<file path="config.mk">
export PLATFORM = sky130hd
export DESIGN_NAME = qbh_cfg_regs_flat
export DESIGN_NICKNAME = d
export VERILOG_FILES = /design/src/hdl/qbh_pkg.sv /design/src/hdl/qbh_intf.sv /design/src/hdl/qbh_cfg_regs.sv /design/src/flat_wrapper.sv
export SDC_FILE = /design/constraint.sdc
export NUM_CORES = 1
export LEC_CHECK = 0
export BUFFER_PORTS_ARGS = -buffer_cell sky130_fd_sc_hd__clkbuf_2
export CORE_AREA = 2 2 141 157
export DETAILED_ROUTE_END_ITERATION = 8
export DIE_AREA = 0 0 143 159
export MAX_ROUTING_LAYER = met4
export PLACE_DENSITY_LB_ADDON = 0.25
export SYNTH_ARGS = -nofsm -noshare
export SYNTH_HDL_FRONTEND = slang
export SYNTH_SLANG_ARGS = --single-unit
</file>
<file path="constraint.sdc">
create_clock -name clk -period 0.8 [get_ports clk]
set_input_delay 0.04 -clock clk [delete_from_list [all_inputs] [get_ports clk]]
set_output_delay 0.04 -clock clk [all_outputs]
set_load 0.1 [all_outputs]
</file>
<file path="src/hdl/qbh_pkg.sv">
// shared types and constants of the bicubic heatmap pixel block
package qbh_pkg;

    // field widths of the channels
    localparam int PIX_W      = 16;
    localparam int RECIP_W    = 17;
    localparam int RECIP_FRAC = 16;
    localparam int VAL_W      = 16;
    localparam int HUE_W      = 9;
    localparam int BRIGHT_W   = 8;
    localparam int CFG_IDX_W  = 3;
    localparam int CFG_DATA_W = 17;

    // register reset values
    localparam logic [RECIP_W-1:0] RECIP_RESET = 17'h10000;

    // heatmap constants
    localparam int                 HUE_SCALE    = 359;
    localparam logic [HUE_W-1:0]   HUE_MAX      = 9'd359;
    localparam logic [BRIGHT_W-1:0] BRIGHT_MAX  = 8'd255;
    localparam int                 BRIGHT_SCALE = 2550;

    // floor(q / 9) as (q * DIV9_MULT) >> DIV9_SHIFT, exact for q below 209717
    localparam int DIV9_SHIFT = 20;
    localparam int DIV9_MULT  = 116509;

    // configuration register indexes
    typedef enum logic [CFG_IDX_W-1:0] {
        REG_QUAD_LEFT,
        REG_QUAD_TOP,
        REG_WIDTH_RECIP,
        REG_HEIGHT_RECIP,
        REG_VALUE_TL,
        REG_VALUE_TR,
        REG_VALUE_BR,
        REG_VALUE_BL
    } cfg_reg_t;

    // configuration register file contents
    typedef struct packed {
        logic [PIX_W-1:0]          quad_left;
        logic [PIX_W-1:0]          quad_top;
        logic [RECIP_W-1:0]        width_recip;
        logic [RECIP_W-1:0]        height_recip;
        logic signed [VAL_W-1:0]   value_tl;
        logic signed [VAL_W-1:0]   value_tr;
        logic signed [VAL_W-1:0]   value_br;
        logic signed [VAL_W-1:0]   value_bl;
    } cfg_t;

endpackage

</file>
<file path="src/hdl/qbh_intf.sv">


interface qbh_cfg_if;
    logic                              valid;
    logic                              ready;
    logic [qbh_pkg::CFG_IDX_W-1:0]     index;
    logic [qbh_pkg::CFG_DATA_W-1:0]    data;

    modport source (output valid, output index, output data, input ready);
    modport sink   (input valid, input index, input data, output ready);
endinterface

</file>
<file path="src/hdl/qbh_cfg_regs.sv">
// configuration register file written through the register channel
module qbh_cfg_regs (
    input  logic            clk,
    input  logic            rst_n,
    qbh_cfg_if.sink         cfg,
    output qbh_pkg::cfg_t   regs
);

    qbh_pkg::cfg_t cfg_reg;
    qbh_pkg::cfg_t cfg_next;

    // always able to take a write
    assign cfg.ready = 1'b1;

    // decode the register index
    always_comb
    begin
        cfg_next = cfg_reg;
        if (cfg.valid)
        begin
            case (qbh_pkg::cfg_reg_t'(cfg.index))
                qbh_pkg::REG_QUAD_LEFT:    cfg_next.quad_left    = cfg.data[15:0];
                qbh_pkg::REG_QUAD_TOP:     cfg_next.quad_top     = cfg.data[15:0];
                qbh_pkg::REG_WIDTH_RECIP:  cfg_next.width_recip  = cfg.data[16:0];
                qbh_pkg::REG_HEIGHT_RECIP: cfg_next.height_recip = cfg.data[16:0];
                qbh_pkg::REG_VALUE_TL:     cfg_next.value_tl     = $signed(cfg.data[15:0]);
                qbh_pkg::REG_VALUE_TR:     cfg_next.value_tr     = $signed(cfg.data[15:0]);
                qbh_pkg::REG_VALUE_BR:     cfg_next.value_br     = $signed(cfg.data[15:0]);
                qbh_pkg::REG_VALUE_BL:     cfg_next.value_bl     = $signed(cfg.data[15:0]);
                default:                   cfg_next = cfg_reg;
            endcase
        end
    end

    // register file
    always_ff @(posedge clk or negedge rst_n)
    begin
        if (!rst_n)
        begin
            cfg_reg.quad_left    <= '0;
            cfg_reg.quad_top     <= '0;
            cfg_reg.width_recip  <= qbh_pkg::RECIP_RESET;
            cfg_reg.height_recip <= qbh_pkg::RECIP_RESET;
            cfg_reg.value_tl     <= '0;
            cfg_reg.value_tr     <= '0;
            cfg_reg.value_br     <= '0;
            cfg_reg.value_bl     <= '0;
        end
        else
        begin
            cfg_reg <= cfg_next;
        end
    end

    assign regs = cfg_reg;

endmodule

</file>
<file path="src/flat_wrapper.sv">
// flat-port wrapper written by rule: the top's interface ports become plain ports
module qbh_cfg_regs_flat 
  (clk, rst_n, regs, cfg_valid, cfg_index, cfg_data, cfg_ready);
  qbh_cfg_if cfg_i ();
  input  logic clk;
  input  logic rst_n;
  output qbh_pkg::cfg_t regs;
  input wire logic [$bits(cfg_i.valid)-1:0] cfg_valid;
  input wire logic [$bits(cfg_i.index)-1:0] cfg_index;
  input wire logic [$bits(cfg_i.data)-1:0] cfg_data;
  output wire logic [$bits(cfg_i.ready)-1:0] cfg_ready;
  assign cfg_i.valid = cfg_valid;
  assign cfg_i.index = cfg_index;
  assign cfg_i.data = cfg_data;
  assign cfg_ready = cfg_i.ready;
  qbh_cfg_regs u_core (.clk(clk), .rst_n(rst_n), .cfg(cfg_i), .regs(regs));
endmodule
</file>
; ---- Word level (Yosys, flattened, before mapping)
; Cells that the tools add are included.
; Widths: inputs -> output; s select.
[classes]
eq_ne = 7
reduce_logical = 9
[ops]
columns = operator, count
row1 = $reduce_and 2->1, 8
row2 = $eq 3x3->1 const B, 4
row3 = $eq 3x2->1 const B, 2
row4 = $eq 3x1->1 const B, 1
row5 = $logic_not 3->1, 1
[word_totals]
reg_bits = 130
in_bits = 23

; ---- Logic depth before layout (Yosys ltp)
[logic_depth]
word_depth = 2
depth_mapped = 5

; ---- Worst setup path after synthesis
; OpenSTA, ideal clock, no wires.
[synth_timing]
kind = register -> register
startpoint = reg, netlist name u_core.regs[0]
endpoint = reg u_core.cfg_reg, in the netlist u_core.regs[0]
setup_time_ns = 0.126
arrival_ns = 1.134
required_time_ns = 0.674
slack_ns = -0.460
path_stages_with_launch = 2
path_buffers = 0
path_cell_list = dfrtp_1 -> mux2_2
[synth_lines]
columns = item, line
row1 = "end signal, assigned", qbh_cfg_regs.sv:51  ; cfg_reg <= cfg_next;
row2 = "end, declared", qbh_cfg_regs.sv:9  ; qbh_pkg::cfg_t cfg_reg;

; ---- Final worst setup path
[layout_timing]
startpoint = reg u_core.cfg_reg, in the netlist u_core.regs[97]
endpoint = out regs[97] (netlist name)
[layout_lines]
columns = item, line
row1 = "end, declared", flat_wrapper.sv:7  ; output qbh_pkg::cfg_t regs;
; No word-level cell between the ends.

==> results.sh <==
export IMPL_postRouteAntennaNets=0
export IMPL_synthesis_area_um2=5010
export IMPL_numCtsBuffers=17
export IMPL_synthArstFlopShare_pct=100
export IMPL_reg2regPathDepth=3
export IMPL_combPwrFrac_pct=59.2
export IMPL_die_w_um=143
export IMPL_largest_reg_flops=130
export IMPL_crit_cells=1
export IMPL_num_rows=56
export IMPL_holdCritPathClass="in -> reg"
export IMPL_p_leak_nw=5.33
export IMPL_wl_per_cell_um=17.3
export IMPL_cts_tree="built"
export IMPL_final_net_count=681
export IMPL_cp_arrival_ns=1.22
export IMPL_post_place_ws_ns=-0.473
export IMPL_cp_cell_sequence="buf_12"
export IMPL_dr_pass1_iters=4
export IMPL_antenna_found_initial=0
export IMPL_path_delay_family="flip-flops"
export IMPL_path_clk_slew_ns=0.06
export IMPL_clk_latency_ns=0.42
export IMPL_min_period_ns=1.26
export IMPL_r2r_setup_slack_ns=-0.27
export IMPL_finalWirelength_um=16600
export IMPL_cp_start_kind="flip-flop"
export IMPL_fmax_mhz=793
export IMPL_start_util_pct=23.7
export IMPL_drive_above_1_share_pct=98.1
export IMPL_hp_start="cfg_data[11]"
export IMPL_intPower_mw=24.1
export IMPL_core_um2=21100
export IMPL_synth_top_area_share_pct=64.0
export IMPL_crit_fanout=2
export IMPL_whs_path_depth=2
export IMPL_numPortBuffers=152
export IMPL_yosysMostFrequentCell="dfrtp_1"
export IMPL_yosysSeqAreaShare_pct=65.0
export IMPL_rsz0062_at_grt="true"
export IMPL_r2r_start="u_core.regs[4]$_DFFE_PN0P_"
export IMPL_total_power_mw=42.3
export IMPL_gp_congestion=0.780
export IMPL_ys_warn_count=0
export IMPL_worst_slack_ns=-0.460
export IMPL_synth_seq_cells=130
export IMPL_yosysUniqueCellTypes=12
export IMPL_grt_pass1_vias=4409
export IMPL_power_switching_mw=18.3
export IMPL_endpoint_kind="output port"
export IMPL_htree_levels=4
export IMPL_synth_commonest_cells="128 x dfrtp_1, 120 x mux2_2, 10 x mux2_4"
export IMPL_synth_top_cell_by_area="dfrtp_1"
export IMPL_status="complete, but fails checks"
export IMPL_clkPwrFrac_pct=17.5
export IMPL_grt_pass1_wl_um=25900
export IMPL_ys_top_cells_by_area="dfrtp_1 64%, mux2_2 27%, mux2_4 3.0%, buf_6 1.6%, dfstp_2 1.0%"
export IMPL_clock_sinks=130
export IMPL_synth_edf_count=0
export IMPL_root_buffer="clkbuf_16"
export IMPL_grt_max_degree=29
export IMPL_maxSlewViolCount=0
export IMPL_drv_cap=0
export IMPL_route_detailed_drc=0
export IMPL_seqPwrFrac_pct=23.3
export IMPL_die_y_um=159
export IMPL_p_sw_share_pct=43.1
export IMPL_min_to="u_core.regs[75]$_DFFE_PN0P_"
export IMPL_die_area_um2=22700
export IMPL_area_growth_synth_to_final_pct=135
export IMPL_diodes=0
export IMPL_grt_overflow=0
export IMPL_drt_iter0_drc=89
export IMPL_peakVddDrop_mv=1.92
export IMPL_pin_count=154
export IMPL_critical_path_buf_inv_count=1
export IMPL_period_share_pct=158
export IMPL_synthCells=285
export IMPL_synthesis_nets=308
export IMPL_grt_total_usage_pct=15.6
export IMPL_slowest_delay_ns=0.63
export IMPL_dp_hpwl_um=11100
export IMPL_powerDensity_nw_per_um2=3600
export IMPL_avgSynthCellArea_um2=17.6
export IMPL_required_ns=0.76
export IMPL_avgViaCountPerCell=4.01
export IMPL_vias=3856
export IMPL_ys_flop_type="dfrtp_1"
export IMPL_clockBufferDepth=2
export IMPL_timing_rr_end="u_core.regs[4]$_DFFE_PN0P_"
export IMPL_critPathSlowestCell="dfstp_4"
export IMPL_finalSetupViolCount=224
export IMPL_violations="negative setup slack"
export IMPL_skew_ns=0
export IMPL_hold_viol_final=0
export IMPL_worst_setup_path_type="reg -> out"
## layout by cell type (no fill, tap or decap), types with 4 or more instances in the layout
master | Yosys | routed
clkbuf_2 | 0 | 17
inv_6 | 0 | 4
clkinvlp_4 | 0 | 6
dfrtp_4 | 0 | 60
buf_6 | 7 | 179
mux2_4 | 10 | 101
buf_12 | 0 | 146
dlygate4sd3_1 | 0 | 11
mux2_2 | 120 | 29
buf_4 | 1 | 15
dfrtp_2 | 0 | 68
clkbuf_16 | 0 | 17
## layer usage
metal	wire length (µm)	GRT usage (%)	part of all wire (%)
met5	0	-	0
met4	193	4.86	1.2
met3	953	4.63	5.7
met2	8150	24.0	49
met1	7310	19.7	44
## cell families (layout without fill, tap and decap cells)
logic type | Yosys count | in the layout | synth area share (%)
flip-flops | 130 | 130 | 65.0
buffers and inverters | 16 | 402 | 2.52
AND/OR/NAND/NOR | 8 | 8 | 2.37
other | 1 | 1 | 0.0749
multiplexers | 130 | 130 | 30.0
## final cells by class
class,count,area [µm²]
Clock inverter,14,133
Tap cell,290,363
Multi-Input combinational cell,139,1970
Fill cell,1664,9340
Sequential cell,130,3570
Timing Repair Buffer,370,5280
Clock buffer,18,429
## power by group through the flow
stage / logic (mW) / clock network, mW / registers [mW]
finish: 25.1 / 7.42 / 9.87
global route: 25.7 / 7.87 / 10.1
CTS: 24.6 / 7.56 / 9.80
detailed placement: 22.9 / 0 / 9.61
global placement: 22.7 / 0 / 9.55
floorplan: 1.94 / 0 / 20.3
## what timing repair did
action	CTS	global route
endpoints found under the hold margin	190	0
gates cloned	1	0
hold buffers	11	0
setup buffers	34	23
setup endpoints to repair	199	247
pin swaps	1	1
resized for setup	162	64
## worst max-delay path by stage
| stage | slack [ns] | startpoint | end |
|---|---|---|---|
| CTS | -0.48 | u_core.regs[97]$_DFFE_PN1P_ | regs[97] |
| floorplan | -0.45 | cfg_index[2] | u_core.regs[119]$_DFFE_PN0P_ |
| global route | -0.50 | u_core.regs[80]$_DFFE_PN1P_ | regs[80] |
| finish | -0.46 | u_core.regs[97]$_DFFE_PN1P_ | regs[97] |
| detailed placement | -0.47 | cfg_index[2] | u_core.regs[129]$_DFFE_PN0P_ |
| global placement | -0.43 | cfg_index[2] | u_core.regs[129]$_DFFE_PN0P_ |
## stage by stage
step | TNS [ns] | std cells | hold WS, ns | utilization (%) | cell area [µm²]
2_1_floorplan | -37.58 | 285 | -0.256 | - | 5640
3_3_place_gp | -47.90 | 868 | -0.0570 | 46.9 | 9890
3_5_place_dp | -51.95 | 868 | -0.0548 | 46.9 | 9890
4_1_cts | -58.46 | 946 | 0.0000992 | 54.3 | 11400
5_1_grt | -62.94 | 961 | 0.0226 | 55.7 | 11800
6_report | -57.40 | 961 | 0.00466 | 55.7 | 11800
Note: power is estimated with default switching activity, not from simulation.
