File: src/hdl/qbh_pkg.sv
// shared types and constants of the bicubic heatmap pixel block
package qbh_pkg;

    // field widths of the channels
    localparam int PIX_W      = 16;
    localparam int RECIP_W    = 17;
    localparam int RECIP_FRAC = 16;
    localparam int VAL_W      = 16;
    localparam int HUE_W      = 9;
    localparam int BRIGHT_W   = 8;
    localparam int CFG_IDX_W  = 3;
    localparam int CFG_DATA_W = 17;

    // register reset values
    localparam logic [RECIP_W-1:0] RECIP_RESET = 17'h10000;

    // heatmap constants
    localparam int                 HUE_SCALE    = 359;
    localparam logic [HUE_W-1:0]   HUE_MAX      = 9'd359;
    localparam logic [BRIGHT_W-1:0] BRIGHT_MAX  = 8'd255;
    localparam int                 BRIGHT_SCALE = 2550;

    // floor(q / 9) as (q * DIV9_MULT) >> DIV9_SHIFT, exact for q below 209717
    localparam int DIV9_SHIFT = 20;
    localparam int DIV9_MULT  = 116509;

    // configuration register indexes
    typedef enum logic [CFG_IDX_W-1:0] {
        REG_QUAD_LEFT,
        REG_QUAD_TOP,
        REG_WIDTH_RECIP,
        REG_HEIGHT_RECIP,
        REG_VALUE_TL,
        REG_VALUE_TR,
        REG_VALUE_BR,
        REG_VALUE_BL
    } cfg_reg_t;

    // configuration register file contents
    typedef struct packed {
        logic [PIX_W-1:0]          quad_left;
        logic [PIX_W-1:0]          quad_top;
        logic [RECIP_W-1:0]        width_recip;
        logic [RECIP_W-1:0]        height_recip;
        logic signed [VAL_W-1:0]   value_tl;
        logic signed [VAL_W-1:0]   value_tr;
        logic signed [VAL_W-1:0]   value_br;
        logic signed [VAL_W-1:0]   value_bl;
    } cfg_t;

endpackage

File: src/hdl/qbh_weight.sv
// unit coordinate and catmull-rom blend weight for both axes, five stages
module qbh_weight #(
    parameter int COORD_BITS = 16
) (
    input  logic                        clk,
    input  logic                        rst_n,
    input  logic                        in_valid,
    output logic                        in_ready,
    input  logic [qbh_pkg::PIX_W-1:0]   pixel_x,
    input  logic [qbh_pkg::PIX_W-1:0]   pixel_y,
    input  qbh_pkg::cfg_t               cfg,
    output logic                        out_valid,
    input  logic                        out_ready,
    output logic [COORD_BITS:0]         wx,
    output logic [COORD_BITS:0]         wy
);

    localparam int NS     = 5;
    localparam int PROD_W = qbh_pkg::PIX_W + qbh_pkg::RECIP_W;
    localparam int U_W    = PROD_W + COORD_BITS;
    localparam int SQ_W   = 2 * COORD_BITS;
    localparam int SUM_W  = COORD_BITS + 3;
    localparam int H_W    = COORD_BITS + 2;
    localparam logic [U_W-1:0] MAX_U = U_W'((1 << COORD_BITS) - 1);
    localparam logic [H_W-1:0] UNIT  = H_W'(1 << COORD_BITS);

    logic [NS-1:0] valid_reg;
    logic [NS-1:0] valid_next;
    logic [NS-1:0] stage_en;

    // lane 0 is x, lane 1 is y
    logic [qbh_pkg::PIX_W-1:0]   pix    [2];
    logic [qbh_pkg::PIX_W-1:0]   origin [2];
    logic [qbh_pkg::RECIP_W-1:0] recip  [2];

    logic [qbh_pkg::PIX_W-1:0] offs      [2];
    logic [U_W-1:0]            u_full    [2];
    logic [SQ_W-1:0]           sq        [2];
    logic [SQ_W-1:0]           cu        [2];
    logic [SUM_W-1:0]          poly      [2];
    logic [H_W-1:0]            half      [2];

    logic [PROD_W-1:0]         prod_next [2];
    logic [PROD_W-1:0]         prod_reg  [2];
    logic [COORD_BITS-1:0]     t_a_next  [2];
    logic [COORD_BITS-1:0]     t_a_reg   [2];
    logic [COORD_BITS-1:0]     t_b_reg   [2];
    logic [COORD_BITS-1:0]     t2_b_next [2];
    logic [COORD_BITS-1:0]     t2_b_reg  [2];
    logic [COORD_BITS-1:0]     t_c_reg   [2];
    logic [COORD_BITS-1:0]     t2_c_reg  [2];
    logic [COORD_BITS-1:0]     t3_c_next [2];
    logic [COORD_BITS-1:0]     t3_c_reg  [2];
    logic [COORD_BITS:0]       w_next    [2];
    logic [COORD_BITS:0]       w_reg     [2];

    assign pix[0]    = pixel_x;
    assign pix[1]    = pixel_y;
    assign origin[0] = cfg.quad_left;
    assign origin[1] = cfg.quad_top;
    assign recip[0]  = cfg.width_recip;
    assign recip[1]  = cfg.height_recip;

    // a stage moves when it is empty or the next one moves
    always_comb
    begin
        stage_en[NS-1] = !valid_reg[NS-1] || out_ready;
        for (int k = NS - 2; k >= 0; k--)
        begin
            stage_en[k] = !valid_reg[k] || stage_en[k+1];
        end
    end

    assign in_ready = stage_en[0];

    // valid bits follow the data
    always_comb
    begin
        valid_next = valid_reg;
        if (stage_en[0])
        begin
            valid_next[0] = in_valid;
        end
        for (int k = 1; k < NS; k++)
        begin
            if (stage_en[k])
            begin
                valid_next[k] = valid_reg[k-1];
            end
        end
    end

    always_ff @(posedge clk or negedge rst_n)
    begin
        if (!rst_n)
        begin
            valid_reg <= '0;
        end
        else
        begin
            valid_reg <= valid_next;
        end
    end

    // per-lane datapath of all stages
    always_comb
    begin
        for (int l = 0; l < 2; l++)
        begin
            // offset from the origin times the reciprocal size
            offs[l]      = (pix[l] >= origin[l]) ? (pix[l] - origin[l]) : '0;
            prod_next[l] = PROD_W'(offs[l]) * PROD_W'(recip[l]);

            // rescale to Q0.COORD_BITS and saturate just below one
            u_full[l]   = (U_W'(prod_reg[l]) << COORD_BITS) >> qbh_pkg::RECIP_FRAC;
            t_a_next[l] = (u_full[l] > MAX_U) ? MAX_U[COORD_BITS-1:0]
                                              : u_full[l][COORD_BITS-1:0];

            // t squared
            sq[l]        = SQ_W'(t_a_reg[l]) * SQ_W'(t_a_reg[l]);
            t2_b_next[l] = sq[l][SQ_W-1:COORD_BITS];

            // t cubed
            cu[l]        = SQ_W'(t2_b_reg[l]) * SQ_W'(t_b_reg[l]);
            t3_c_next[l] = cu[l][SQ_W-1:COORD_BITS];

            // w = (t + 3 t^2 - 2 t^3) / 2, capped at one
            poly[l]   = SUM_W'(t_c_reg[l]) + (SUM_W'(t2_c_reg[l]) << 1)
                      + SUM_W'(t2_c_reg[l]) - (SUM_W'(t3_c_reg[l]) << 1);
            half[l]   = poly[l][SUM_W-1:1];
            w_next[l] = (half[l] > UNIT) ? UNIT[COORD_BITS:0] : half[l][COORD_BITS:0];
        end
    end

    // stage registers
    always_ff @(posedge clk)
    begin
        for (int l = 0; l < 2; l++)
        begin
            if (stage_en[0])
            begin
                prod_reg[l] <= prod_next[l];
            end
            if (stage_en[1])
            begin
                t_a_reg[l] <= t_a_next[l];
            end
            if (stage_en[2])
            begin
                t_b_reg[l]  <= t_a_reg[l];
                t2_b_reg[l] <= t2_b_next[l];
            end
            if (stage_en[3])
            begin
                t_c_reg[l]  <= t_b_reg[l];
                t2_c_reg[l] <= t2_b_reg[l];
                t3_c_reg[l] <= t3_c_next[l];
            end
            if (stage_en[4])
            begin
                w_reg[l] <= w_next[l];
            end
        end
    end

    assign out_valid = valid_reg[NS-1];
    assign wx        = w_reg[0];
    assign wy        = w_reg[1];

endmodule

File: config.mk
export PLATFORM = sky130hd
export DESIGN_NAME = qbh_weight
export DESIGN_NICKNAME = d
export VERILOG_FILES = /design/src/hdl/qbh_pkg.sv /design/src/hdl/qbh_weight.sv
export SDC_FILE = /design/constraint.sdc
export NUM_CORES = 2
export LEC_CHECK = 0
export ABC_AREA = 1
export BUFFER_PORTS_ARGS = -buffer_cell sky130_fd_sc_hd__buf_2
export CAP_MARGIN = 20
export CORE_ASPECT_RATIO = 1.1
export CORE_MARGIN = 10
export CORE_UTILIZATION = 45
export DETAILED_ROUTE_END_ITERATION = 7
export SLEW_MARGIN = 20
export SYNTH_ARGS = -nofsm -noshare
export SYNTH_HDL_FRONTEND = slang
export SYNTH_SLANG_ARGS = --single-unit
File: constraint.sdc
create_clock -name clk -period 25.1 [get_ports clk]
set_input_delay 5.02 -clock clk [delete_from_list [all_inputs] [get_ports clk]]
set_output_delay 5.02 -clock clk [all_outputs]
set_load 0.01 [all_outputs]
---- Word level (Yosys, flattened, before mapping) ----
Memory sizes are Yosys's and may differ from the RTL's.
Index checks and enable logic that the tools add are counted.
operators by class
  add/sub/neg operators ................... 8
  $mul .................................... 6
  order comparisons ....................... 6
  multiplexer cells ....................... 16
  reduce and logical (&&, ||, !) cells .... 10
operators with widths
  operator              count
  $mul 16x16->32        4
  $gt 33x16->1 const B  2
  $mul 16x17->33        2
  $mux 16               4
  $add 18x16->19        2
  $sub 19x17->19        2
  $add 16x17->18        2
  $gt 18x17->1 const B  2
  $mux 17               2
  $ge 16x16->1          2
  $sub 16x16->16        2
  $mux 1                10
  $logic_not 1->1       5
  $logic_or 1x1->1      5
storage, ports and cells
  register bits after elaboration ......... 5
  memory bits (writable) .................. 292
  input port bits ......................... 166
  output and inout bits ................... 36
  word-level logic and storage cells ...... 59
  memories ................................ 8
memories
  name             depth  bits a word  rd ports  clocked after Yosys merged registers in  write ports  RTL line          text
  prod_reg         2      33           2         0                                        2            qbh_weight.sv:44  logic [PROD_W-1:0] prod_reg [2];
  w_reg            2      17           2         0                                        2            qbh_weight.sv:55  logic [COORD_BITS:0] w_reg [2];
  t2_b_reg         2      16           2         0                                        2            qbh_weight.sv:49  logic [COORD_BITS-1:0] t2_b_reg [2];
  t2_c_reg         2      16           2         0                                        2            qbh_weight.sv:51  logic [COORD_BITS-1:0] t2_c_reg [2];
  t3_c_reg         2      16           2         0                                        2            qbh_weight.sv:53  logic [COORD_BITS-1:0] t3_c_reg [2];
  t_a_reg          2      16           2         0                                        2            qbh_weight.sv:46  logic [COORD_BITS-1:0] t_a_reg [2];
  2 more memories  n/a    n/a          n/a       n/a                                      n/a          n/a

---- Longest topological paths before layout ----
  depth in word-level cells ............... 8
  depth in mapped cells ................... 35
  depth with buffers taken out ............ 34

---- Least setup slack after synthesis ----
No wires, ideal clock.
  kind .................................... input-to-output
  start ................................... in out_ready
  end ..................................... out in_ready
  data arrival time ....................... 10.912 ns
  data required time ...................... 20.080 ns
  setup slack ............................. 9.168 ns
  stages on the path ...................... 8
  buffers on the path ..................... 0
  cell sequence ........................... nor2_1 > inv_1 > nor2_1 > inv_1 > nor2_1 > inv_1 > nor2_1 > nand2_1
on the way
  cells in the longest elaborated chain, start to end .. 5
ends and longest elaborated chain
  item                            RTL line          text
  start: declaration              qbh_weight.sv:13  input logic out_ready,
  $logic_or 1x1->1                qbh_weight.sv:67  stage_en[NS-1] = !valid_reg[NS-1] || out_ready;
  via stage_en[4]                 qbh_weight.sv:29  logic [NS-1:0] stage_en;
  $logic_or 1x1->1                qbh_weight.sv:70  stage_en[k] = !valid_reg[k] || stage_en[k+1];
  via stage_en[3]                 qbh_weight.sv:29
  $logic_or 1x1->1                qbh_weight.sv:70
  via stage_en[2]                 qbh_weight.sv:29
  $logic_or 1x1->1 (2 in series)  qbh_weight.sv:70
  end: declaration                qbh_weight.sv:8   output logic in_ready,
The timed path passes the listed nets, and every way through them passes these cells.

---- Worst setup path in the final report ----
Ends and elaborated chain as after synthesis.

==> flow_metrics.env <==
export IMPL_first_global_vias=52400
export IMPL_yosysUniqueCellTypes=53
export IMPL_grt_pass1_wl_um=259000
export IMPL_slew_violations=0
export IMPL_fmax_mhz=78.4
export IMPL_h_tree_depth=2
export IMPL_die_x_um=383
export IMPL_wl_um=154000
export IMPL_cts_root_buf="clkbuf_16"
export IMPL_fin_nets=9860
export IMPL_synth_area_leaders="fa_1 37%, edfxtp_1 13%, ha_1 13%"
export IMPL_syn_area_per_cell_um2=8.29
export IMPL_final_hold_violation_count=0
export IMPL_rsz0062_at_grt="false"
export IMPL_vias=48800
export IMPL_cts_resized_gates=0
export IMPL_syn_inst=7874
export IMPL_reg2reg_from="t2_b_reg[0][10]"
export IMPL_drt_wirelength_per_cell_um=15.7
export IMPL_fin_crit_sh=0.508
export IMPL_drive_above_1_share=0.0356
export IMPL_numCtsBuffers=37
export IMPL_gp_congestion=0.904
export IMPL_rows=146
export IMPL_cts_setup_buffers=0
export IMPL_finalSetupViolCount=0
export IMPL_hpwl_um=127000
export IMPL_crit_path_max_fanout=66
export IMPL_cts_sinks=297
export IMPL_critPathRequiredTime_ps=20080
export IMPL_area_growth_pct=5.20
export IMPL_hold_class="reg -> reg"
export IMPL_ios=202
export IMPL_netlist_top_cells_count="2,182 x inv_1, 1,665 x nand2_1, 1,192 x fa_1, 682 x ha_1, 526 x nor2_1"
export IMPL_antenna_left=0
export IMPL_setup_tns_ps=0
export IMPL_ys_ff_latch=297
export IMPL_synth_most_common_cell="inv_1"
export IMPL_yosysSeqAreaShare=0.136
export IMPL_clkTransAtPathRegs_ps=60
export IMPL_antennaDiodeCount=0
export IMPL_syn_num_nets=9914
export IMPL_grt_max_degree=68
export IMPL_reg2reg_to="t3_c_reg[0][10]"
export IMPL_drv_cap=0
export IMPL_finClkSkew_ps=34.7
export IMPL_critPathLaunchType="primary input"
export IMPL_largest_register_ffs=66
export IMPL_portBuffers=137
export IMPL_firstDrtPassIters=6
export IMPL_hold_path_depth=2
export IMPL_core_area_um2=144000
export IMPL_grt_total_usage=0.195
export IMPL_fp_dieH_um=419
export IMPL_crit_type="in -> out"
export IMPL_yosysTopAreaCell="fa_1"
export IMPL_rrSetupSlack_ps=18880
export IMPL_initial_core_util=0.453
export IMPL_placed_area_um2=67500
export IMPL_worstPathArrival_ps=7730
export IMPL_cts_buffer_depth=3
export IMPL_slew_headroom=0.314
export IMPL_outcome="finished, final reports clean"
export IMPL_avgViaCountPerCell=4.99
export IMPL_stdcell_area_um2=68700
export IMPL_synth_top_cell_area_share=0.366
export IMPL_hp_start="valid_reg[2]"
export IMPL_drcViolationCount=0
export IMPL_hold_path_end="valid_reg[3]"
export IMPL_tightest_slew_ps=1030
export IMPL_drt_initial_drc_count=2663
export IMPL_die_area_um2=161000
export IMPL_critPathCaptureType="output port"
export IMPL_antenna_found_initial=4
export IMPL_yosys_warnings=0
export IMPL_synth_async_reset_ratio=0.0168
export IMPL_cts_hold_buf=0
export IMPL_cts_tree="done"
export IMPL_synthesis_area_um2=65300
export IMPL_synthFlopType="edfxtp_1"
export IMPL_synth_enable_flop_cells=292
export IMPL_fin_crit_ps=12750
export IMPL_clock_latency_ps=580
export IMPL_overflow=0
export IMPL_ff2ff_path_depth=21
-- metrics by stage --
| stage | std cells | hold WS [ps] | utilization | worst slack [ps] |
|---|---|---|---|---|
| finish | 9771 | 443 | 0.476 | 12350 |
| global route | 9771 | 464 | 0.476 | 12010 |
| CTS | 9771 | 440 | 0.476 | 12240 |
| detailed placement | 9705 | 434 | 0.468 | 12070 |
| global placement | 9705 | 433 | 0.468 | 12100 |
| floorplan | 7874 | 423 | - | 9170 |
-- worst max-delay path, cell delays in order --
cell and delay [ps]:
buf_2 80, nor2_1 30, inv_1 40, buf_4 390, nor2_1 130, inv_4 470, nor2_1 110, inv_2 70
buf_4 630, nor2_1 310, nand2_4 220, buf_2 190
-- kinds of logic (layout without fill, tap and decap cells) --
group,Yosys count,count (layout),share of synthesized area
AND/OR/NAND/NOR,2579,2579,0.161
AO/OA/AOI/OAI,531,531,0.0449
buffers and inverters,2449,2422,0.142
flip-flops,297,297,0.136
XOR/XNOR,144,144,0.0196
adder cells (fa/ha/maj),1874,1874,0.496
-- per-layer routing --
layer  part of all wire  vias up  GRT usage
met5            0.00036        -          0
met4              0.027        8     0.0500
met3              0.045      251     0.0223
met2               0.50     1083      0.354
met1               0.43    24200      0.246
li1                   -    23300          -
-- cell type report --
type                            instances  area [um^2]
Fill cell                           14100        75500
Multi-Input combinational cell       5128        47100
Sequential cell                       297         8890
Inverter                             2201         8260
Tap cell                             1924         2410
Clock buffer                           43          970
Timing Repair Buffer                  155          821
Clock inverter                         23          199
-- worst max path at each step --
stage | from | to
2_1_floorplan | out_ready | in_ready
3_3_place_gp | pixel_y[0] | prod_reg[0][64]
3_5_place_dp | pixel_y[0] | prod_reg[0][64]
4_1_cts | out_ready | in_ready
5_1_grt | out_ready | in_ready
6_report | out_ready | in_ready
-- placed cells by master, fill, tap and decap left out, types with 5 or more instances in the layout --
cell          n
clkinv_2      7
buf_4        18
nand2_1    1664
clkbuf_1      5
nand3b_1     12
inv_2        10
o21bai_1     23
nand3_2      12
a21o_1       14
buf_2       137
clkbuf_16    38
nor2_1      525
clkinv_1     16
o21ai_0     137
dfrtp_1       5
ha_1        682
nand4_1     118
o211ai_1      7
nor4_1       16
nand2_2      12
a31oi_1      16
xnor2_1      48
o21a_1       15
inv_1      2179
nor3_1       58
or2_2        13
nand3_1     135
edfxtp_1    292
fa_1       1192
o31ai_1       5
a21oi_1     287
xor2_1       94
Power is not shown: default switching activity piles up to over one toggle a cycle in this logic, so the estimate is an artifact.
