==> src/hdl/qbh_pkg.sv <==
// shared types and constants of the bicubic heatmap pixel block
package qbh_pkg;

    // field widths of the channels
    localparam int PIX_W      = 16;
    localparam int RECIP_W    = 17;
    localparam int RECIP_FRAC = 16;
    localparam int VAL_W      = 16;
    localparam int HUE_W      = 9;
    localparam int BRIGHT_W   = 8;
    localparam int CFG_IDX_W  = 3;
    localparam int CFG_DATA_W = 17;

    // register reset values
    localparam logic [RECIP_W-1:0] RECIP_RESET = 17'h10000;

    // heatmap constants
    localparam int                 HUE_SCALE    = 359;
    localparam logic [HUE_W-1:0]   HUE_MAX      = 9'd359;
    localparam logic [BRIGHT_W-1:0] BRIGHT_MAX  = 8'd255;
    localparam int                 BRIGHT_SCALE = 2550;

    // floor(q / 9) as (q * DIV9_MULT) >> DIV9_SHIFT, exact for q below 209717
    localparam int DIV9_SHIFT = 20;
    localparam int DIV9_MULT  = 116509;

    // configuration register indexes
    typedef enum logic [CFG_IDX_W-1:0] {
        REG_QUAD_LEFT,
        REG_QUAD_TOP,
        REG_WIDTH_RECIP,
        REG_HEIGHT_RECIP,
        REG_VALUE_TL,
        REG_VALUE_TR,
        REG_VALUE_BR,
        REG_VALUE_BL
    } cfg_reg_t;

    // configuration register file contents
    typedef struct packed {
        logic [PIX_W-1:0]          quad_left;
        logic [PIX_W-1:0]          quad_top;
        logic [RECIP_W-1:0]        width_recip;
        logic [RECIP_W-1:0]        height_recip;
        logic signed [VAL_W-1:0]   value_tl;
        logic signed [VAL_W-1:0]   value_tr;
        logic signed [VAL_W-1:0]   value_br;
        logic signed [VAL_W-1:0]   value_bl;
    } cfg_t;

endpackage

==> src/hdl/qbh_interp.sv <==
// two rounded lerps along y, then one along x with saturation, four stages
module qbh_interp #(
    parameter int COORD_BITS = 16
) (
    input  logic                              clk,
    input  logic                              rst_n,
    input  logic                              in_valid,
    output logic                              in_ready,
    input  logic [COORD_BITS:0]               wx,
    input  logic [COORD_BITS:0]               wy,
    input  qbh_pkg::cfg_t                     cfg,
    output logic                              out_valid,
    input  logic                              out_ready,
    output logic signed [qbh_pkg::VAL_W-1:0]  value
);

    localparam int NS  = 4;
    localparam int W_W = COORD_BITS + 1;
    localparam int E_W = qbh_pkg::VAL_W + 1;
    localparam int D_W = E_W + 1;
    localparam int S_W = D_W + 1;
    localparam int P_W = E_W + W_W + 1;
    localparam int Q_W = D_W + W_W + 1;
    localparam logic signed [P_W-1:0] HALF_P = P_W'(1 << (COORD_BITS - 1));
    localparam logic signed [Q_W-1:0] HALF_Q = Q_W'(1 << (COORD_BITS - 1));
    localparam logic signed [S_W-1:0] SAT_HI = S_W'(32767);
    localparam logic signed [S_W-1:0] SAT_LO = -S_W'(32768);

    logic [NS-1:0] valid_reg;
    logic [NS-1:0] valid_next;
    logic [NS-1:0] stage_en;

    // lane 0 runs the left column, lane 1 the right column
    logic signed [qbh_pkg::VAL_W-1:0] pa [2];
    logic signed [qbh_pkg::VAL_W-1:0] pb [2];

    logic [E_W-1:0]          da         [2];
    logic signed [P_W-1:0]   rnd_y      [2];
    logic signed [P_W-1:0]   shr_y      [2];
    logic signed [P_W-1:0]   prod_y_next[2];
    logic signed [P_W-1:0]   prod_y_reg [2];
    logic signed [E_W-1:0]   edge_next  [2];
    logic signed [E_W-1:0]   edge_reg   [2];

    logic [COORD_BITS:0]     wx0_reg;
    logic [COORD_BITS:0]     wx1_reg;

    logic [D_W-1:0]          dx;
    logic signed [Q_W-1:0]   prod_x_next;
    logic signed [Q_W-1:0]   prod_x_reg;
    logic signed [E_W-1:0]   top_reg;
    logic signed [Q_W-1:0]   rnd_x;
    logic signed [Q_W-1:0]   shr_x;
    logic signed [S_W-1:0]   sum_x;
    logic signed [qbh_pkg::VAL_W-1:0] value_next;
    logic signed [qbh_pkg::VAL_W-1:0] value_reg;

    assign pa[0] = cfg.value_tl;
    assign pb[0] = cfg.value_bl;
    assign pa[1] = cfg.value_tr;
    assign pb[1] = cfg.value_br;

    // a stage moves when it is empty or the next one moves
    always_comb
    begin
        stage_en[NS-1] = !valid_reg[NS-1] || out_ready;
        for (int k = NS - 2; k >= 0; k--)
        begin
            stage_en[k] = !valid_reg[k] || stage_en[k+1];
        end
    end

    assign in_ready = stage_en[0];

    // valid bits follow the data
    always_comb
    begin
        valid_next = valid_reg;
        if (stage_en[0])
        begin
            valid_next[0] = in_valid;
        end
        for (int k = 1; k < NS; k++)
        begin
            if (stage_en[k])
            begin
                valid_next[k] = valid_reg[k-1];
            end
        end
    end

    always_ff @(posedge clk or negedge rst_n)
    begin
        if (!rst_n)
        begin
            valid_reg <= '0;
        end
        else
        begin
            valid_reg <= valid_next;
        end
    end

    // lerps along y: product, then round, shift and add the start value
    always_comb
    begin
        for (int l = 0; l < 2; l++)
        begin
            da[l]          = {pb[l][qbh_pkg::VAL_W-1], pb[l]} - {pa[l][qbh_pkg::VAL_W-1], pa[l]};
            prod_y_next[l] = $signed({{(P_W-E_W){da[l][E_W-1]}}, da[l]})
                           * $signed({{(P_W-W_W){1'b0}}, wy});
            rnd_y[l]       = prod_y_reg[l] + HALF_P;
            shr_y[l]       = rnd_y[l] >>> COORD_BITS;
            edge_next[l]   = {pa[l][qbh_pkg::VAL_W-1], pa[l]} + shr_y[l][E_W-1:0];
        end
    end

    // lerp along x
    always_comb
    begin
        dx          = {edge_reg[1][E_W-1], edge_reg[1]} - {edge_reg[0][E_W-1], edge_reg[0]};
        prod_x_next = $signed({{(Q_W-D_W){dx[D_W-1]}}, dx})
                    * $signed({{(Q_W-W_W){1'b0}}, wx1_reg});
        rnd_x       = prod_x_reg + HALF_Q;
        shr_x       = rnd_x >>> COORD_BITS;
        sum_x       = {{(S_W-E_W){top_reg[E_W-1]}}, top_reg} + shr_x[S_W-1:0];
        if (sum_x > SAT_HI)
        begin
            value_next = SAT_HI[qbh_pkg::VAL_W-1:0];
        end
        else if (sum_x < SAT_LO)
        begin
            value_next = SAT_LO[qbh_pkg::VAL_W-1:0];
        end
        else
        begin
            value_next = sum_x[qbh_pkg::VAL_W-1:0];
        end
    end

    // stage registers
    always_ff @(posedge clk)
    begin
        if (stage_en[0])
        begin
            prod_y_reg[0] <= prod_y_next[0];
            prod_y_reg[1] <= prod_y_next[1];
            wx0_reg       <= wx;
        end
        if (stage_en[1])
        begin
            edge_reg[0] <= edge_next[0];
            edge_reg[1] <= edge_next[1];
            wx1_reg     <= wx0_reg;
        end
        if (stage_en[2])
        begin
            prod_x_reg <= prod_x_next;
            top_reg    <= edge_reg[0];
        end
        if (stage_en[3])
        begin
            value_reg <= value_next;
        end
    end

    assign out_valid = valid_reg[NS-1];
    assign value     = value_reg;

endmodule

==> config.mk <==
export PLATFORM = sky130hd
export DESIGN_NAME = qbh_interp
export DESIGN_NICKNAME = d
export VERILOG_FILES = /design/src/hdl/qbh_pkg.sv /design/src/hdl/qbh_interp.sv
export SDC_FILE = /design/constraint.sdc
export NUM_CORES = 2
export LEC_CHECK = 0
export ABC_AREA = 1
export BUFFER_PORTS_ARGS = -buffer_cell sky130_fd_sc_hd__buf_4
export CORE_MARGIN = 2
export CORE_UTILIZATION = 46
export DETAILED_ROUTE_END_ITERATION = 10
export SKIP_CTS_REPAIR_TIMING = 1
export SLEW_MARGIN = 20
export SYNTH_ARGS = -nofsm -noshare
export SYNTH_HDL_FRONTEND = slang
export SYNTH_SLANG_ARGS = --single-unit
==> constraint.sdc <==
create_clock -name clk -period 7.88 [get_ports clk]
set_clock_uncertainty 0.1 [all_clocks]
set_input_delay 1.182 -clock clk [delete_from_list [all_inputs] [get_ports clk]]
set_output_delay 1.182 -clock clk [all_outputs]
set_load 0.005 [all_outputs]
**After elaboration in Yosys (flattened, before gate mapping)**

Memory sizes are Yosys's and may differ from the RTL's.
Index checks and enable logic that the tools add are counted.
Widths: inputs -> output; s select.

- Add/subtract/negate cells: 9
- Multiply operators: 3
- Divide/modulo/power cells: 0
- Magnitude comparators: 2
- Equality and inequality tests: 0
- Shift operators: 0
- Mux-type cells: 5
- Bitwise operators: 0
- Reductions and logical operators: 8

Operators with widths:

| operator | count |
|---|---|
| $mul 17x18->35 | 2 |
| $add 33x17->33 const B | 2 |
| $add 35x17->35 const B | 1 |
| $mul 18x18->35 | 1 |
| $add 17x17->17 | 2 |
| $sub 16x16->17 | 2 |
| $add 19x19->19 | 1 |
| $gt 19x16->1 const B | 1 |
| $lt 19x16->1 const B | 1 |
| $sub 17x17->18 | 1 |
| $mux 16 | 1 |
| $logic_not 1->1 | 4 |
| $logic_or 1x1->1 | 4 |
| $mux 1 | 4 |

- Register bits: 106
- Latch bits: 0
- Bits in writable memories: 104
- Memory bits (read-only): 0
- Input bits: 168
- Output and inout bits: 18
- Word-level logic and storage cells: 38
- Memories kept: 2

Memory list:

| name | words | width | read ports | clocked after Yosys merged registers in | wr ports | line | source |
|---|---|---|---|---|---|---|---|
| prod_y_reg | 2 | 35 | 2 | 0 | 2 | qbh_interp.sv:41 | `logic signed [P_W-1:0] prod_y_reg [2];` |
| edge_reg | 2 | 17 | 2 | 0 | 2 | qbh_interp.sv:43 | `logic signed [E_W-1:0] edge_reg [2];` |

**Depth between registers and ports, before layout**

- Depth in word-level cells: 7
- Gate-level depth with buffers: 38
- Gate-level depth less buffers: 37

**Worst setup path before layout**

No wires, ideal clock.

- Path kind: in2reg
- From: in cfg[16] (netlist bit)
- To: mem prod_y_reg[0][55] (netlist bit), data pin
- Setup time: 0.260 ns
- Arrival time: 7.139 ns
- Required time: 7.520 ns
- Setup slack: 0.382 ns
- Stages on the path: 31
- Buffers on the path: 2
- Cells stage by stage: inv_1 -> ha_1 -> fa_1 -> inv_1 -> nand2_1 -> nand2_1 -> nand3_1 -> nand2_1 -> or2_2 -> clkbuf_1 -> buf_2 -> nand3_1 -> fa_1 -> inv_1 -> fa_1 -> inv_1 -> fa_1 -> inv_1 -> fa_1 -> fa_1 -> inv_1 -> fa_1 -> inv_1 -> ha_1 -> a21oi_1 -> a21boi_0 -> a21boi_0 -> nand2_1 -> nand2_1 -> nand2_1 -> xor2_1

RTL lines:

| item | line | source |
|---|---|---|
| from (decl) | qbh_interp.sv:11 | `input qbh_pkg::cfg_t cfg,` |
| to (decl) | qbh_interp.sv:41 |  |

==> flow_summary_export.csv <==
group,metric,value,unit
clocking,clkTransAtPathRegs,70,ps
worst_setup_path,r2r_slack,310,ps
floorplanning,rows,112,
outcome,status,"completed",
detailed_routing,routed_wirelength,132000,um
global_route,grt_start_max_net_pins,52,
worst_setup_path,crit_start,"edge_reg[0][17]$_DFFE_PP_",
floorplanning,core_area,0.0929,mm2
clocking,cts.root.buffer_cell,"clkbuf_16",
detailed_routing,drc,0,
clocking,clk_latency,460,ps
floorplanning,pin_count,186,
detailed_routing,wire_per_inst,18.7,um
sta,postLayoutSetupSlackWorst,308,ps
synth,synthArstFlopShare,2.48,%
floorplanning,start_util,46.2,%
place,pre_cts_slack,-311,ps
synth,yosys_warnings,0,
detailed_routing,via_per_inst,5.06,
detailed_routing,vias,35824,
sta,fin_crit_sh,96.1,%
worst_setup_path,slowest_stage,"fa_1",
global_route,grt_pass1_vias,37020,
synth,synth_ff_type,"edfxtp_1",
synth,synth_cell_types,58,
worst_setup_path,startpoint_type,"flip-flop",
synth,syn_avg_cell_area,7.93,um2
worst_setup_path,rr_startpoint,"edge_reg[0][17]$_DFFE_PP_",
run,maxCapViolCount,0,
worst_setup_path,path_max_fanout,13,
detailed_routing,first_pass_iters,5,
synth,synth_edf_count,157,
sta,fin_crit,7570,ps
worst_setup_path,cpPeakStageDelay,570,ps
synth,syn-instance-count,5413,
global_route,gr-usage-all-layers,28.3,%
worst_setup_path,worstPathRequired,7980,ps
global_route,grt_pass1_wl,205000,um
synth,yosys-top-cells-area,"fa_1 35%, ha_1 12%, inv_1 12%",
worst_setup_path,reg2reg_depth,35,
layout,nets,7152,
layout,largest_register_ffs,36,
clocking,cts_buffers,17,
layout,syn2layout_area_growth,13.7,%
floorplanning,die_w,309,um
clocking,cts_max_path_buffers,2,
place,numPortBuffers,119,
worst_setup_path,cp.arrival,7670,ps
layout,nFillCells,9056,
place,gp_congestion,0.957,
synth,synth_seq_cells,161,
sta,final-hold-violation-count,0,
clocking,cts_tree,"yes",
synth,syn_nets,6749,
global_route,gr-total-overflow,0,
clocking,htreeDepth,4,
sta,worst_pin_slew,941,ps
hold_path,worstHoldPathType,"reg -> reg",
floorplanning,chipHeight,309,um
sta,fmax,132,MHz
detailed_routing,ant_nets,0,
worst_setup_path,worstSetupEndpoint,"prod_x_reg[34]$_DFFE_PP_",
worst_setup_path,worstSetupPathType,"reg -> reg",
floorplanning,die_area,0.0958,mm2
global_route,antenna_found_initial,1,
worst_setup_path,r2r_end,"prod_x_reg[34]$_DFFE_PP_",
layout,multi_input_area,0.0325,mm2
detailed_routing,drt_iter0_markers,2376,
synth,synth_top_area_share,35.3,%
layout,final-seq-area,0.00481,mm2
clocking,cts.sinks,161,
synth,ys_seq_area_share,11.2,%
synth,synth_top_area_cell,"fa_1",
sta,drv_slew,0,
sta,maxSlewHeadroom,37.2,%
sta,setup-violations-final,0,
synth,netlist_area,0.0429,mm2
layout,drive_gt1_share,11.8,%
place,place.detailed.hpwl,113000,um
worst_setup_path,crit_path_end_kind,"flip-flop",
## stage by stage
stage / setup TNS [ps] / std cells / utilization [%] / hold slack, ps / area (um2)
after floorplan: 0 / 5413 / - / 300 / 42900
after global routing: -71.4 / 7083 / 52.5 / 328 / 48800
after CTS: 0 / 7079 / 52.2 / 320 / 48500
after global placement: -4460 / 7047 / 51.6 / 305 / 47900
final: 0 / 7084 / 52.5 / 320 / 48800
after detailed placement: -6340 / 7047 / 51.6 / 305 / 47900
## synth_stat cells (3+ instances only)
| cell | count |
|---|---|
| a21boi_0 | 13 |
| a21boi_1 | 3 |
| a21o_1 | 21 |
| a21oi_1 | 169 |
| a21oi_2 | 3 |
| a31oi_1 | 17 |
| buf_2 | 23 |
| buf_4 | 9 |
| buf_6 | 7 |
| clkbuf_1 | 99 |
| clkinv_1 | 12 |
| dfrtp_1 | 4 |
| edfxtp_1 | 157 |
| fa_1 | 756 |
| ha_1 | 412 |
| inv_1 | 1366 |
| inv_2 | 9 |
| nand2_1 | 979 |
| nand2_2 | 14 |
| nand3_1 | 312 |
| nand3_2 | 12 |
| nand3b_1 | 14 |
| nand4_1 | 23 |
| nor2_1 | 589 |
| nor3_1 | 34 |
| nor3_2 | 6 |
| nor4_1 | 8 |
| o211ai_1 | 5 |
| o21a_1 | 5 |
| o21ai_0 | 81 |
| o21ai_1 | 3 |
| o21bai_1 | 24 |
| o31ai_1 | 6 |
| or2_1 | 17 |
| or2_2 | 28 |
| xnor2_1 | 39 |
| xor2_1 | 110 |
## cell usage in the layout, fill, tap and decap left out, types with 12 or more instances in the layout
cell type / Yosys / layout
nand2_2: 14 / 18
a31oi_1: 17 / 12
or2_1: 17 / 15
nand4_1: 23 / 23
clkbuf_16: 0 / 17
edfxtp_1: 157 / 157
o21ai_0: 81 / 78
clkinv_1: 12 / 12
o21bai_1: 24 / 24
xor2_1: 110 / 110
fa_1: 756 / 755
buf_12: 0 / 14
nor2_1: 589 / 581
nor3_1: 34 / 31
nand3_1: 312 / 311
ha_1: 412 / 404
a21oi_1: 169 / 161
inv_1: 1366 / 1362
nand3b_1: 14 / 14
or2_2: 28 / 28
xnor2_1: 39 / 39
a21o_1: 21 / 21
nand3_2: 12 / 12
inv_2: 9 / 12
buf_4: 9 / 509
nand2_1: 979 / 972
## kinds of logic (layout without fill, tap and decap cells)
kind of cell | count (synthesis) | after routing | share of synthesized area, %
AOI/OAI and AO/OA | 358 | 358 | 4.79
adders and majority gates | 1168 | 1168 | 47.3
other | 0 | 1 | 0
DFF | 161 | 161 | 11.2
and+or+nand+nor | 2049 | 2049 | 20.0
buffers and inverters | 1526 | 1942 | 13.6
xor gates and xnor gates | 151 | 151 | 3.14
## worst max-delay path: cells and delay by family, from the launching register on
kind,cells,cell delay [ps]
AOI/OAI and AO/OA,6,880
buffers and inverters,9,900
and+or+nand+nor,11,1020
adders and majority gates,9,3970
DFF,1,400
## worst min-delay path by stage
stage	slack, ps	endpoint	startpoint	depth (start not counted)
finish	320	wx1_reg[13]$_DFFE_PP_	wx0_reg[13]$_DFFE_PP_	0
global route	330	wx1_reg[5]$_DFFE_PP_	wx0_reg[5]$_DFFE_PP_	0
CTS	320	wx1_reg[5]$_DFFE_PP_	wx0_reg[5]$_DFFE_PP_	0
detailed placement	310	wx1_reg[5]$_DFFE_PP_	wx0_reg[5]$_DFFE_PP_	0
global placement	300	wx1_reg[6]$_DFFE_PP_	wx0_reg[6]$_DFFE_PP_	0
floorplan	300	wx1_reg[0]$_DFFE_PP_	wx0_reg[0]$_DFFE_PP_	0
## per-layer routing
layer  GRT usage (%)  up-vias  share of wire, %
li1                -    17037                 -
met1            36.5    17458                42
met2            48.8     1116                48
met3            3.04      213               6.0
met4            11.3        0               4.3
met5               0        -                 0
## layout make-up
type	count	area share, %
clock buffers	20	0.915
multi-input cells	3726	66.6
diodes	1	0.00513
inverters	1387	10.7
clock inverters	12	0.333
flip-flops and latches	161	9.86
repair buffers	523	8.40
well taps	1254	3.21
Power is left out: the tool's default activity adds up to more than one toggle a clock period on the data nets, which glitch-free logic cannot reach.
